$ cat src/rtl/core/sine_segment_calibration_assert.svh
// ----------------------------------------------------------------------------
// sine_segment_calibration_assert.svh
// Assertion macros for the sine segment calibration block.
// ----------------------------------------------------------------------------
`ifndef SINE_SEGMENT_CALIBRATION_ASSERT_SVH
`define SINE_SEGMENT_CALIBRATION_ASSERT_SVH

`ifndef SYNTHESIS
// Clocked check, disabled while reset is asserted
`define SSC_ASSERT(lbl, prop) \
	lbl: assert property (@(posedge clk) disable iff (!arst_n) prop) \
	else $error("ssc assertion failed");
// Clocked check that also holds during reset
`define SSC_ASSERT_ALWAYS(lbl, prop) \
	lbl: assert property (@(posedge clk) prop) else $error("ssc assertion failed");
`else
`define SSC_ASSERT(lbl, prop)
`define SSC_ASSERT_ALWAYS(lbl, prop)
`endif

`endif

$ cat src/rtl/core/ssc_pkg.sv
// ----------------------------------------------------------------------------
// ssc_pkg
// Shared types, constants and tables of the sine segment calibration block.
// ----------------------------------------------------------------------------
package ssc_pkg;

	localparam int MAX_POINTS  = 16;
	localparam int PC_RESET    = 3;
	localparam int CORDIC_STEPS = 30;
	localparam int DIV_NUM_W   = 50;
	localparam int DIV_DEN_W   = 19;

	localparam logic signed [20:0] HALF_TURN    = 21'sd180000;
	localparam logic signed [20:0] QUARTER_TURN = 21'sd90000;
	localparam logic signed [20:0] FULL_TURN    = 21'sd360000;
	localparam logic signed [33:0] CORDIC_X0    = 34'sd652032874;
	localparam logic signed [33:0] SINE_ONE     = 34'sd1073741824;

	// Phase scaling p = (m * 2^32 + 180000) / 360000, split as
	// 11930 * m + (2614 * m + 2812) / 5625, the last by reciprocal multiply
	localparam logic [31:0] PH_BASE_MUL = 32'd11930;
	localparam logic [27:0] PH_REM_MUL  = 28'd2614;
	localparam logic [27:0] PH_BIAS     = 28'd2812;
	localparam logic [28:0] PH_RECIP    = 29'd390937468;
	localparam int          PH_RECIP_SH = 41;

	typedef enum logic [3:0] {
		S_IDLE, S_PREP, S_PMUL, S_PSUM, S_CINIT, S_CORD, S_SINE, S_DECIDE,
		S_SDIV, S_KCALC, S_PROD, S_ICPT, S_OUT
	} state_t;

	// Controller to datapath commands
	typedef struct packed {
		logic capture;
		logic phase_prep;
		logic phase_mul;
		logic phase_sum;
		logic cord_init;
		logic cord_step;
		logic sine_latch;
		logic restart;
		logic slope_div;
		logic k_go;
		logic prod_go;
		logic icpt_go;
		logic out_load;
	} cmd_t;

	// Datapath to controller status
	typedef struct packed {
		logic div_done;
		logic cord_last;
		logic restart_req;
		logic beyond;
		logic zero_span;
		logic out_free;
	} sts_t;

	// CORDIC angles in phase units of 2^32 per turn
	function automatic logic [29:0] atan_turn(input logic [4:0] i);
		logic [29:0] r;
		unique case (i)
			5'd0:  r = 30'd536870912;
			5'd1:  r = 30'd316933406;
			5'd2:  r = 30'd167458907;
			5'd3:  r = 30'd85004756;
			5'd4:  r = 30'd42667331;
			5'd5:  r = 30'd21354465;
			5'd6:  r = 30'd10679838;
			5'd7:  r = 30'd5340245;
			5'd8:  r = 30'd2670163;
			5'd9:  r = 30'd1335087;
			5'd10: r = 30'd667544;
			5'd11: r = 30'd333772;
			5'd12: r = 30'd166886;
			5'd13: r = 30'd83443;
			5'd14: r = 30'd41722;
			5'd15: r = 30'd20861;
			5'd16: r = 30'd10430;
			5'd17: r = 30'd5215;
			5'd18: r = 30'd2608;
			5'd19: r = 30'd1304;
			5'd20: r = 30'd652;
			5'd21: r = 30'd326;
			5'd22: r = 30'd163;
			5'd23: r = 30'd81;
			5'd24: r = 30'd41;
			5'd25: r = 30'd20;
			5'd26: r = 30'd10;
			5'd27: r = 30'd5;
			5'd28: r = 30'd3;
			5'd29: r = 30'd1;
			default: r = 30'd0;
		endcase
		return r;
	endfunction

	// Saturate a 64-bit signed value to 48 bits
	function automatic logic [47:0] sat48(input logic signed [63:0] v);
		logic [47:0] r;
		if (v > 64'sh0000_7FFF_FFFF_FFFF) begin
			r = 48'h7FFF_FFFF_FFFF;
		end else if (v < -64'sh0000_8000_0000_0000) begin
			r = 48'h8000_0000_0000;
		end else begin
			r = v[47:0];
		end
		return r;
	endfunction

endpackage

$ cat src/rtl/core/ssc_ctrl.sv
// ----------------------------------------------------------------------------
// ssc_ctrl
// Sequencer: sine, decision, slope division, intercept and result handoff.
// ----------------------------------------------------------------------------
module ssc_ctrl import ssc_pkg::*; (
	input  logic clk,
	input  logic arst_n,
	input  logic in_valid,
	output logic in_ready,
	input  sts_t sts,
	output cmd_t cmd
);
	state_t state_q, state_d;

	always_ff @(posedge clk or negedge arst_n) begin
		if (!arst_n) begin
			state_q <= S_IDLE;
		end else begin
			state_q <= state_d;
		end
	end

	// Next state and commands
	always_comb begin
		state_d  = state_q;
		cmd      = '0;
		in_ready = 1'b0;
		unique case (state_q)
			S_IDLE: begin
				in_ready = 1'b1;
				if (in_valid) begin
					cmd.capture = 1'b1;
					state_d     = S_PREP;
				end
			end
			S_PREP: begin
				cmd.phase_prep = 1'b1;
				state_d        = S_PMUL;
			end
			S_PMUL: begin
				cmd.phase_mul = 1'b1;
				state_d       = S_PSUM;
			end
			S_PSUM: begin
				cmd.phase_sum = 1'b1;
				state_d       = S_CINIT;
			end
			S_CINIT: begin
				cmd.cord_init = 1'b1;
				state_d       = S_CORD;
			end
			S_CORD: begin
				cmd.cord_step = 1'b1;
				if (sts.cord_last) state_d = S_SINE;
			end
			S_SINE: begin
				cmd.sine_latch = 1'b1;
				state_d        = S_DECIDE;
			end
			S_DECIDE: begin
				priority if (sts.restart_req) begin
					cmd.restart = 1'b1;
					state_d     = S_IDLE;
				end else if (sts.beyond) begin
					state_d = S_IDLE;
				end else if (sts.zero_span) begin
					state_d = S_OUT;
				end else begin
					cmd.slope_div = 1'b1;
					state_d       = S_SDIV;
				end
			end
			S_SDIV: begin
				if (sts.div_done) state_d = S_KCALC;
			end
			S_KCALC: begin
				cmd.k_go = 1'b1;
				state_d  = S_PROD;
			end
			S_PROD: begin
				cmd.prod_go = 1'b1;
				state_d     = S_ICPT;
			end
			S_ICPT: begin
				cmd.icpt_go = 1'b1;
				state_d     = S_OUT;
			end
			S_OUT: begin
				if (sts.out_free) begin
					cmd.out_load = 1'b1;
					state_d      = S_IDLE;
				end
			end
			default: state_d = S_IDLE;
		endcase
	end

endmodule

$ cat config.mk
export PLATFORM = sky130hd
export DESIGN_NAME = ssc_ctrl
export DESIGN_NICKNAME = d
export VERILOG_FILES = /design/src/rtl/core/sine_segment_calibration_assert.svh /design/src/rtl/core/ssc_pkg.sv /design/src/rtl/core/ssc_ctrl.sv
export SDC_FILE = /design/constraint.sdc
export NUM_CORES = 1
export LEC_CHECK = 0
export BUFFER_PORTS_ARGS = -buffer_cell sky130_fd_sc_hd__buf_2
export CAP_MARGIN = 15
export CORE_AREA = 2 2 39 41
export CTS_CLUSTER_SIZE = 40
export DETAILED_ROUTE_END_ITERATION = 6
export DIE_AREA = 0 0 41 43
export HOLD_SLACK_MARGIN = 0.08
export PLACE_DENSITY_LB_ADDON = 0.05
export SLEW_MARGIN = 5
export SYNTH_ARGS = -nofsm -noshare
export SYNTH_HDL_FRONTEND = slang
export SYNTH_SLANG_ARGS = --single-unit
$ cat constraint.sdc
create_clock -name clk -period 2.55 [get_ports clk]
set_input_delay 0.51 -clock clk [delete_from_list [all_inputs] [get_ports clk]]
set_output_delay 0.51 -clock clk [all_outputs]
set_load 0.005 [all_outputs]
==> key figures, run 1 <==
Power
  • Power spent charging and discharging nets: 0.000252 W
  • Portion of total power attributed to combinational logic: 0.531
  • Cell internal pwr: between 0.0003 and 0.0004 W
  • Cell Pwr Density: about 1100 mW/mm^2
  • Final Power: about 0.00056 W
  • Clock power share: 0.138
  • Static power due to leakage: 0.268 nW
  • Worst VDD drop: 411 uV
  • Seq pwr share: 0.331
  • Sw Ratio: 0.449

Critical path
  • Kind of capture point of the worst setup path: output pin
  • Critical path required time: 2.04 ns
  • Library cell appearing most often on the critical path: sky130_fd_sc_hd__nor2_1
  • Critical Path Slowest Stage Cell: sky130_fd_sc_hd__dfrtp_1
  • Worst-path maximum fanout: 14
  • Chain of cells forming the critical path: nand2b_1 -> nor2_1 -> nand2_1 -> nor2_1 -> buf_2
  • Critical path arrival: roughly 1.4 ns
  • WP buf/inv: 1
  • Critical path type: flop to output pin
  • Largest stage delay, worst path: around 0.56 ns
  • Kind of cell adding the most delay to the critical path: flip-flops
  • CP Launch Type: flop

STA
  • Setup violators final: 0
  • Max-slew headroom at the worst pin: 0.746
  • Final Max Tran Viols: 0
  • Setup ws final: 0.606 ns
  • Slew at the pin closest to its max-slew limit: 0.381 ns
  • Final hold vios: 0
  • RSZ-0062 raised after global routing: false
  • Fin crit share: 0.762
  • Fin Setup TNS: 0 ns
  • Top achievable clock speed: 514 MHz
  • Worst clock skew: around 0.0015 ns
  • Shortest period the worst path allows: around 1.9 ns

Floorplan
  • Std cell rows: 14
  • Area of the die: approximately 0.0018 mm^2
  • Y dimension of the die: between 40 and 50 um
  • Core Area: between 0.001 and 0.0015 mm^2
  • Die X-Extent: just over 40 um
  • Initial cell density of the core: 0.288
  • Total I/O pin count: 23

Route
  • Average routed wire per standard cell: 10.9 um
  • Routed wire length: approximately 970 um
  • Post-detailed-route via-to-cell ratio: around 4.7
  • Number of violations reported at the end of detailed-routing iteration 0: 5
  • First-pass detailed-route iteration total: 4
  • DRC errors left: 0
  • Remaining antenna violation count after routing: 0
  • Count of vias placed by the detailed router: roughly 420

Synthesis
  • Cell accounting for the most synthesized area: sky130_fd_sc_hd__dfrtp_1
  • Gate Count Post-Synth: slightly above 50
  • Cell with the most instances after synthesis: sky130_fd_sc_hd__nor2_1
  • Syn Std Cell Area: between 300 and 400 um^2
  • Seq/Total Area, Yosys: 0.252
  • Fraction of synthesis flops using an asynchronous set or reset pin: 1.00
  • Synth Register Bits: 4
  • Synth Flop Type: sky130_fd_sc_hd__dfrtp_1
  • Number of warning messages in the yosys log: 0
  • Post-synth net total: 60
  • Most area-consuming cells after synthesis: sky130_fd_sc_hd__dfrtp_1 25%, sky130_fd_sc_hd__nor2_1 8.5%, sky130_fd_sc_hd__nand2b_1 7.9%
  • Per-instance average area after synthesis: slightly below 8 um^2
  • Area share of the leading cell type in the synthesized netlist: 0.252
  • Number of flops mapped to enable cells by yosys: 0
  • Library cells used by synthesis: 24
  • Most common library cells after synthesis: 9 x sky130_fd_sc_hd__nor2_1, 5 x sky130_fd_sc_hd__nand2_1, 5 x sky130_fd_sc_hd__nand2b_1, 4 x sky130_fd_sc_hd__dfrtp_1, 4 x sky130_fd_sc_hd__nor3_1

Place
  • Final weighted congestion of routability-driven global placement: 0.691
  • Number of buffers added on ports: 22
  • DP Worst Slack: 0.830 ns
  • Total placed cells including tap cells: 85
  • HPWL after detailed placement: 717 um

Cells and area
  • Largest register by flop count: state_q
  • Flip-flop count of the largest register, all copies and words added: 4
  • Layout overhead on the synthesized area: 29.9%
  • Final net count: 84
  • Registers with the highest flip-flop counts: state_q: 4 flops
  • Share of cells above drive strength 1: 0.397
  • Count of antenna diodes in the layout: 0
  • Filler Cell Count: 150
  • Filler-free cell count of the finished design: 89

Global routing
  • Via count of the first global-routing pass: 337
  • Global-route total usage across every layer: 0.118
  • Largest net degree at the start of global routing: 15
  • Global-route wire length before repair: 1.38 mm
  • Total gr overflow: 0
  • Number of antenna violations at the first check in global routing: 0

Clock network
  • Buffer count from post-CTS setup fixing: 0
  • TritonCTS buffer count: 3
  • H-Tree Depth: 1
  • Skew-Pair Late Insertion Delay: roughly 0.23 ns
  • Clock transition at the register clock pins on the worst setup and hold paths after CTS: approximately 0.04 ns
  • TritonCTS clock tree: done
  • Number of sinks handled by clock tree synthesis: 4
  • Cell at the root of the clock tree: sky130_fd_sc_hd__clkbuf_4
  • Number of buffers between clock root and the deepest sink: 2

Worst hold path
  • Type of the tightest min-delay check: input port to flop

Run
  • Total of max-cap violations: 0

Run status
  • Run status: finished, final reports clean
per-stage QoR:
| stage | instance area [um^2] | utilization | hold slack (ns) |
|---|---|---|---|
| finish | 517 | 0.373 | 0.565 |
| floorplan | 398 | - | 0.214 |
| CTS | 517 | 0.373 | 0.560 |
| global route | 517 | 0.373 | 0.600 |
| global placement | 484 | 0.350 | 0.320 |
| detailed placement | 484 | 0.350 | 0.322 |
cell usage in the layout (no fill, tap or decap), drive strengths merged:
cell type,n
buf,22
nor2,9
nand2,5
nand2b,5
nor3,4
dfrtp,4
a21oi,3
clkbuf,3
o21ai,3
and2,2
nor4,1
and4,1
nor2b,1
and3b,1
or2b,1
o32a,1
or3,1
a2bb2oi,1
mux2,1
or2,1
a31oi,1
o31ai,1
dlygate4sd3,1
path summary, 6_finish.rpt:
kind / from / to / slack, ns / cells past startpoint
min in group asynchronous: arst_n / state_q[3] / 0.61 / 2
worst min register to register: state_q[3] / state_q[3] / 0.69 / 2
worst min-delay path: sts[2] / state_q[3] / 0.57 / 4
max in group asynchronous: arst_n / state_q[0] / 1.82 / 2
worst max-delay path: state_q[2] / cmd[4] / 0.61 / 5
worst max register to register: state_q[2] / state_q[0] / 0.89 / 4
power groups by stage:
stage / clock (W) / combinational, W / sequential, W
final: 0.0000773 / 0.000298 / 0.000186
after global placement: 0 / 0.000303 / 0.000187
after floorplan: 0 / 0.000318 / 0.000117
after CTS: 0.0000822 / 0.000303 / 0.000184
after detailed placement: 0 / 0.000299 / 0.000186
after global routing: 0.0000890 / 0.000337 / 0.000197
worst reg2reg max path, stage by stage, from the launching register on:
cell and delay (ns):
sky130_fd_sc_hd__dfrtp_1 0.51, sky130_fd_sc_hd__nand2b_1 0.27, sky130_fd_sc_hd__o32a_1 0.32, sky130_fd_sc_hd__a2bb2oi_2 0.15, sky130_fd_sc_hd__mux2_4 0.30
layout make-up:
class	count	area [um^2]	share of cell area
multi-input combinational	43	254	0.492
timing repair buffer	23	120	0.232
sequential	4	100	0.194
clock buffer	3	22.5	0.0436
tap	16	20.0	0.0387
logic make-up after synthesis:
kind of cell | count (synthesis) | synth area share
AO/OA/AOI/OAI | 10 | 0.182
buffers and inverters | 4 | 0.110
flip-flops | 4 | 0.252
multiplexers | 1 | 0.0377
AND/OR/NAND/NOR | 32 | 0.418
layer usage:
layer | GRT usage | wire length [um]
met4 | 0.0800 | 0
met2 | 0.153 | 413
met5 | 0 | 0
met3 | 0.0314 | 77
met1 | 0.163 | 483
timing repair:
item,in CTS,in global routing
hold buffers,1,0
gates resized for setup,0,0
hold endpoints to repair,4,0
Note: power is estimated with default switching activity, not from simulation.
==> run 2, diff against run 1 <==
Clock period 2.55 ns to 2 ns, I/O delays scaled along.
==> key figures, run 2 (synthesis gave the netlist of run 1 again) <==
Route
  • Post-detailed-route via-to-cell ratio: 4.82 (+2.9%)
  • Number of violations reported at the end of detailed-routing iteration 0: 6 (+1)
  • First-pass detailed-route iteration total: 2 (-2)
  • Remaining antenna violation count after routing: 0 (unchanged)
  • DRC errors left: 0 (unchanged)
  • Average routed wire per standard cell: 10.8 um (-1.3%)
  • Count of vias placed by the detailed router: 429 (+2.9%)
  • Routed wire length: 961 um (-1.3%)

STA
  • Final hold vios: 0 (unchanged)
  • Slew at the pin closest to its max-slew limit: 0.364 ns (-0.0173 ns)
  • Setup violators final: 0 (unchanged)
  • Top achievable clock speed: roughly 540 MHz
  • Worst clock skew: 0.00435 ns (+0.00285 ns)
  • Fin crit share: 0.923
  • Fin Setup TNS: 0 ns (unchanged)
  • RSZ-0062 raised after global routing: false
  • Fin Hold WS: 0.469 ns (-0.0970 ns)
  • Final Max Tran Viols: 0 (unchanged)
  • Max-slew headroom at the worst pin: 0.757 (+0.0115)
  • Shortest period the worst path allows: around 1.8 ns

Worst hold path
  • Type of the tightest min-delay check: input port to flop
  • Terminating pin of the worst hold path: state_q[3]
  • Hold wc startpoint: sts[2]
  • Min-Delay Path Depth: 4 (unchanged)

Cells and area
  • Count of antenna diodes in the layout: 0 (unchanged)
  • Flip-flop count of the largest register, all copies and words added: 4 (unchanged)
  • Largest register by flop count: state_q
  • Most frequent standard cell in the layout excluding fill and tap cells: sky130_fd_sc_hd__buf_2
  • Layout overhead on the synthesized area: 30.2%
  • Most frequent cells in the layout: 22 x sky130_fd_sc_hd__buf_2, 9 x sky130_fd_sc_hd__nor2_1, 5 x sky130_fd_sc_hd__nand2_1, 5 x sky130_fd_sc_hd__nand2b_1, 4 x sky130_fd_sc_hd__nor3_1
  • Registers with the highest flip-flop counts: state_q: 4 flops
  • Share of cells above drive strength 1: 0.411 (+0.0137)
  • Final net count: 84 (unchanged)

Critical path
  • Capture point of the worst reg-to-reg path: state_q[0]
  • Critical path arrival: 1.45 ns (+0.02 ns)
  • Depth of the worst register-to-register path: 4 (unchanged)
  • Chain of cells forming the critical path: nand2b_1 -> nor2_1 -> nand2_1 -> nor2_1 -> buf_2
  • Kind of cell adding the most delay to the critical path: simple AND/OR/NAND/NOR gates
  • CP Launch Type: flop
  • Worst reg2reg setup slack: 0.41 ns (-0.48 ns)
  • Critical path type: flop to output pin
  • Critical Path Slowest Stage Cell: sky130_fd_sc_hd__dfrtp_1
  • Critical path required time: 1.60 ns (-0.44 ns)
  • Kind of capture point of the worst setup path: output pin
  • Library cell appearing most often on the critical path: sky130_fd_sc_hd__nor2_1
  • Largest stage delay, worst path: 0.49 ns (-0.07 ns)
  • Startpoint of the most critical register-to-register path: state_q[3]
  • Worst-path maximum fanout: 12 (-2)
  • WP buf/inv: 1 (unchanged)

Clock network
  • Number of sinks handled by clock tree synthesis: 4 (unchanged)
  • H-Tree Depth: 1 (unchanged)
  • Cell at the root of the clock tree: sky130_fd_sc_hd__clkbuf_4
  • Number of buffers between clock root and the deepest sink: 2 (unchanged)
  • TritonCTS clock tree: done
  • Buffer count from post-CTS setup fixing: 0 (unchanged)
  • Skew-Pair Late Insertion Delay: 0.23 ns (about the same)
  • Clock transition at the register clock pins on the worst setup and hold paths after CTS: 0.04 ns (about the same)
  • TritonCTS buffer count: 3 (unchanged)

Power
  • Cell Pwr Density: 1380 mW/mm^2 (+27%)
  • Final Power: 0.000716 W (+28%)
  • Worst VDD drop: 662 uV (+61%)
  • Static power due to leakage: 0.267 nW (-0.43%)

Place
  • Final weighted congestion of routability-driven global placement: 0.722 (+4.5%)
  • HPWL after detailed placement: 749 um (+4.4%)
  • Number of buffers added on ports: 22 (unchanged)

Floorplan
  • Initial cell density of the core: 0.288 (unchanged)
  • Total I/O pin count: 23 (unchanged)
  • Core Area: 0.00138 mm^2 (unchanged)
  • Y dimension of the die: 43 um (unchanged)
  • Std cell rows: 14 (unchanged)
  • Die X-Extent: 41 um (unchanged)
  • Area of the die: 0.00176 mm^2 (unchanged)

Run status
  • Run status: finished, final reports clean

Global routing
  • Global-route wire length before repair: 1.39 mm (+0.43%)
  • Via count of the first global-routing pass: 334 (-0.89%)
  • Global-route total usage across every layer: 0.120 (+0.00202)
  • Largest net degree at the start of global routing: 15 (unchanged)
  • Total gr overflow: 0 (unchanged)
  • Number of antenna violations at the first check in global routing: 0 (unchanged)

Run
  • Total of max-cap violations: 0 (unchanged)
[run 2: cell counts in the layout (fill, tap and decap cells not counted)]
Identical to the previous run, type by type.
[run 2: how the worst max path moves through the flow]
stage	from	end	slack (ns)	depth (start not counted)
floorplan	state_q[0]	cmd[12]	0.53	3
global placement	state_q[3]	cmd[4]	0.38	5
detailed placement	state_q[2]	state_q[0]	0.37	4
CTS	state_q[3]	cmd[4]	0.12	5
global route	state_q[3]	cmd[4]	0.008	5
finish	state_q[3]	cmd[4]	0.15	5
[run 2: layout make-up]
cell class | count | area [um^2]
timing repair buffer | 23 | 120
tap | 16 | 20.0
sequential | 4 | 101
multi-input combinational | 43 | 254
fill | 162 | 866
clock buffer | 3 | 22.5
[run 2: power breakdown]
part | switching (W) | internal [W]
Combinational | 0.000172 | 0.000208
Sequential | 0.000118 | 0.000122
Clock | 0.0000298 | 0.0000669
Total | 0.000320 | 0.000397
[run 2: what timing repair did]
item / 4_1_cts / 5_1_grt
endpoints found under the setup margin: 0 / 1
resized for setup: 0 / 1
hold buffers: 1 / 0
hold endpoints to repair: 4 / 0
[run 2: worst reg2reg max path, cell delays in order, from the launching register on]
cell and delay (ns):
sky130_fd_sc_hd__dfrtp_1 0.53, sky130_fd_sc_hd__nand2b_1 0.27, sky130_fd_sc_hd__o32a_1 0.20, sky130_fd_sc_hd__a2bb2oi_2 0.17, sky130_fd_sc_hd__mux2_4 0.31
[run 2: stage by stage]
step	cells	area, um^2	utilization	setup slack [ns]
floorplan	51	398	-	0.526
global placement	85	484	0.350	0.384
detailed placement	85	484	0.350	0.366
CTS	89	517	0.373	0.125
global route	89	518	0.374	0.00755
finish	89	518	0.374	0.153
[run 2: routing by layer]
layer / GRT usage / vias to the layer above / routed length (um)
li1: - / 223 / -
met1: 0.160 / 190 / 450
met2: 0.163 / 16 / 413
met3: 0.0628 / 0 / 97
met4: 0.0400 / 0 / 0
met5: 0 / - / 0
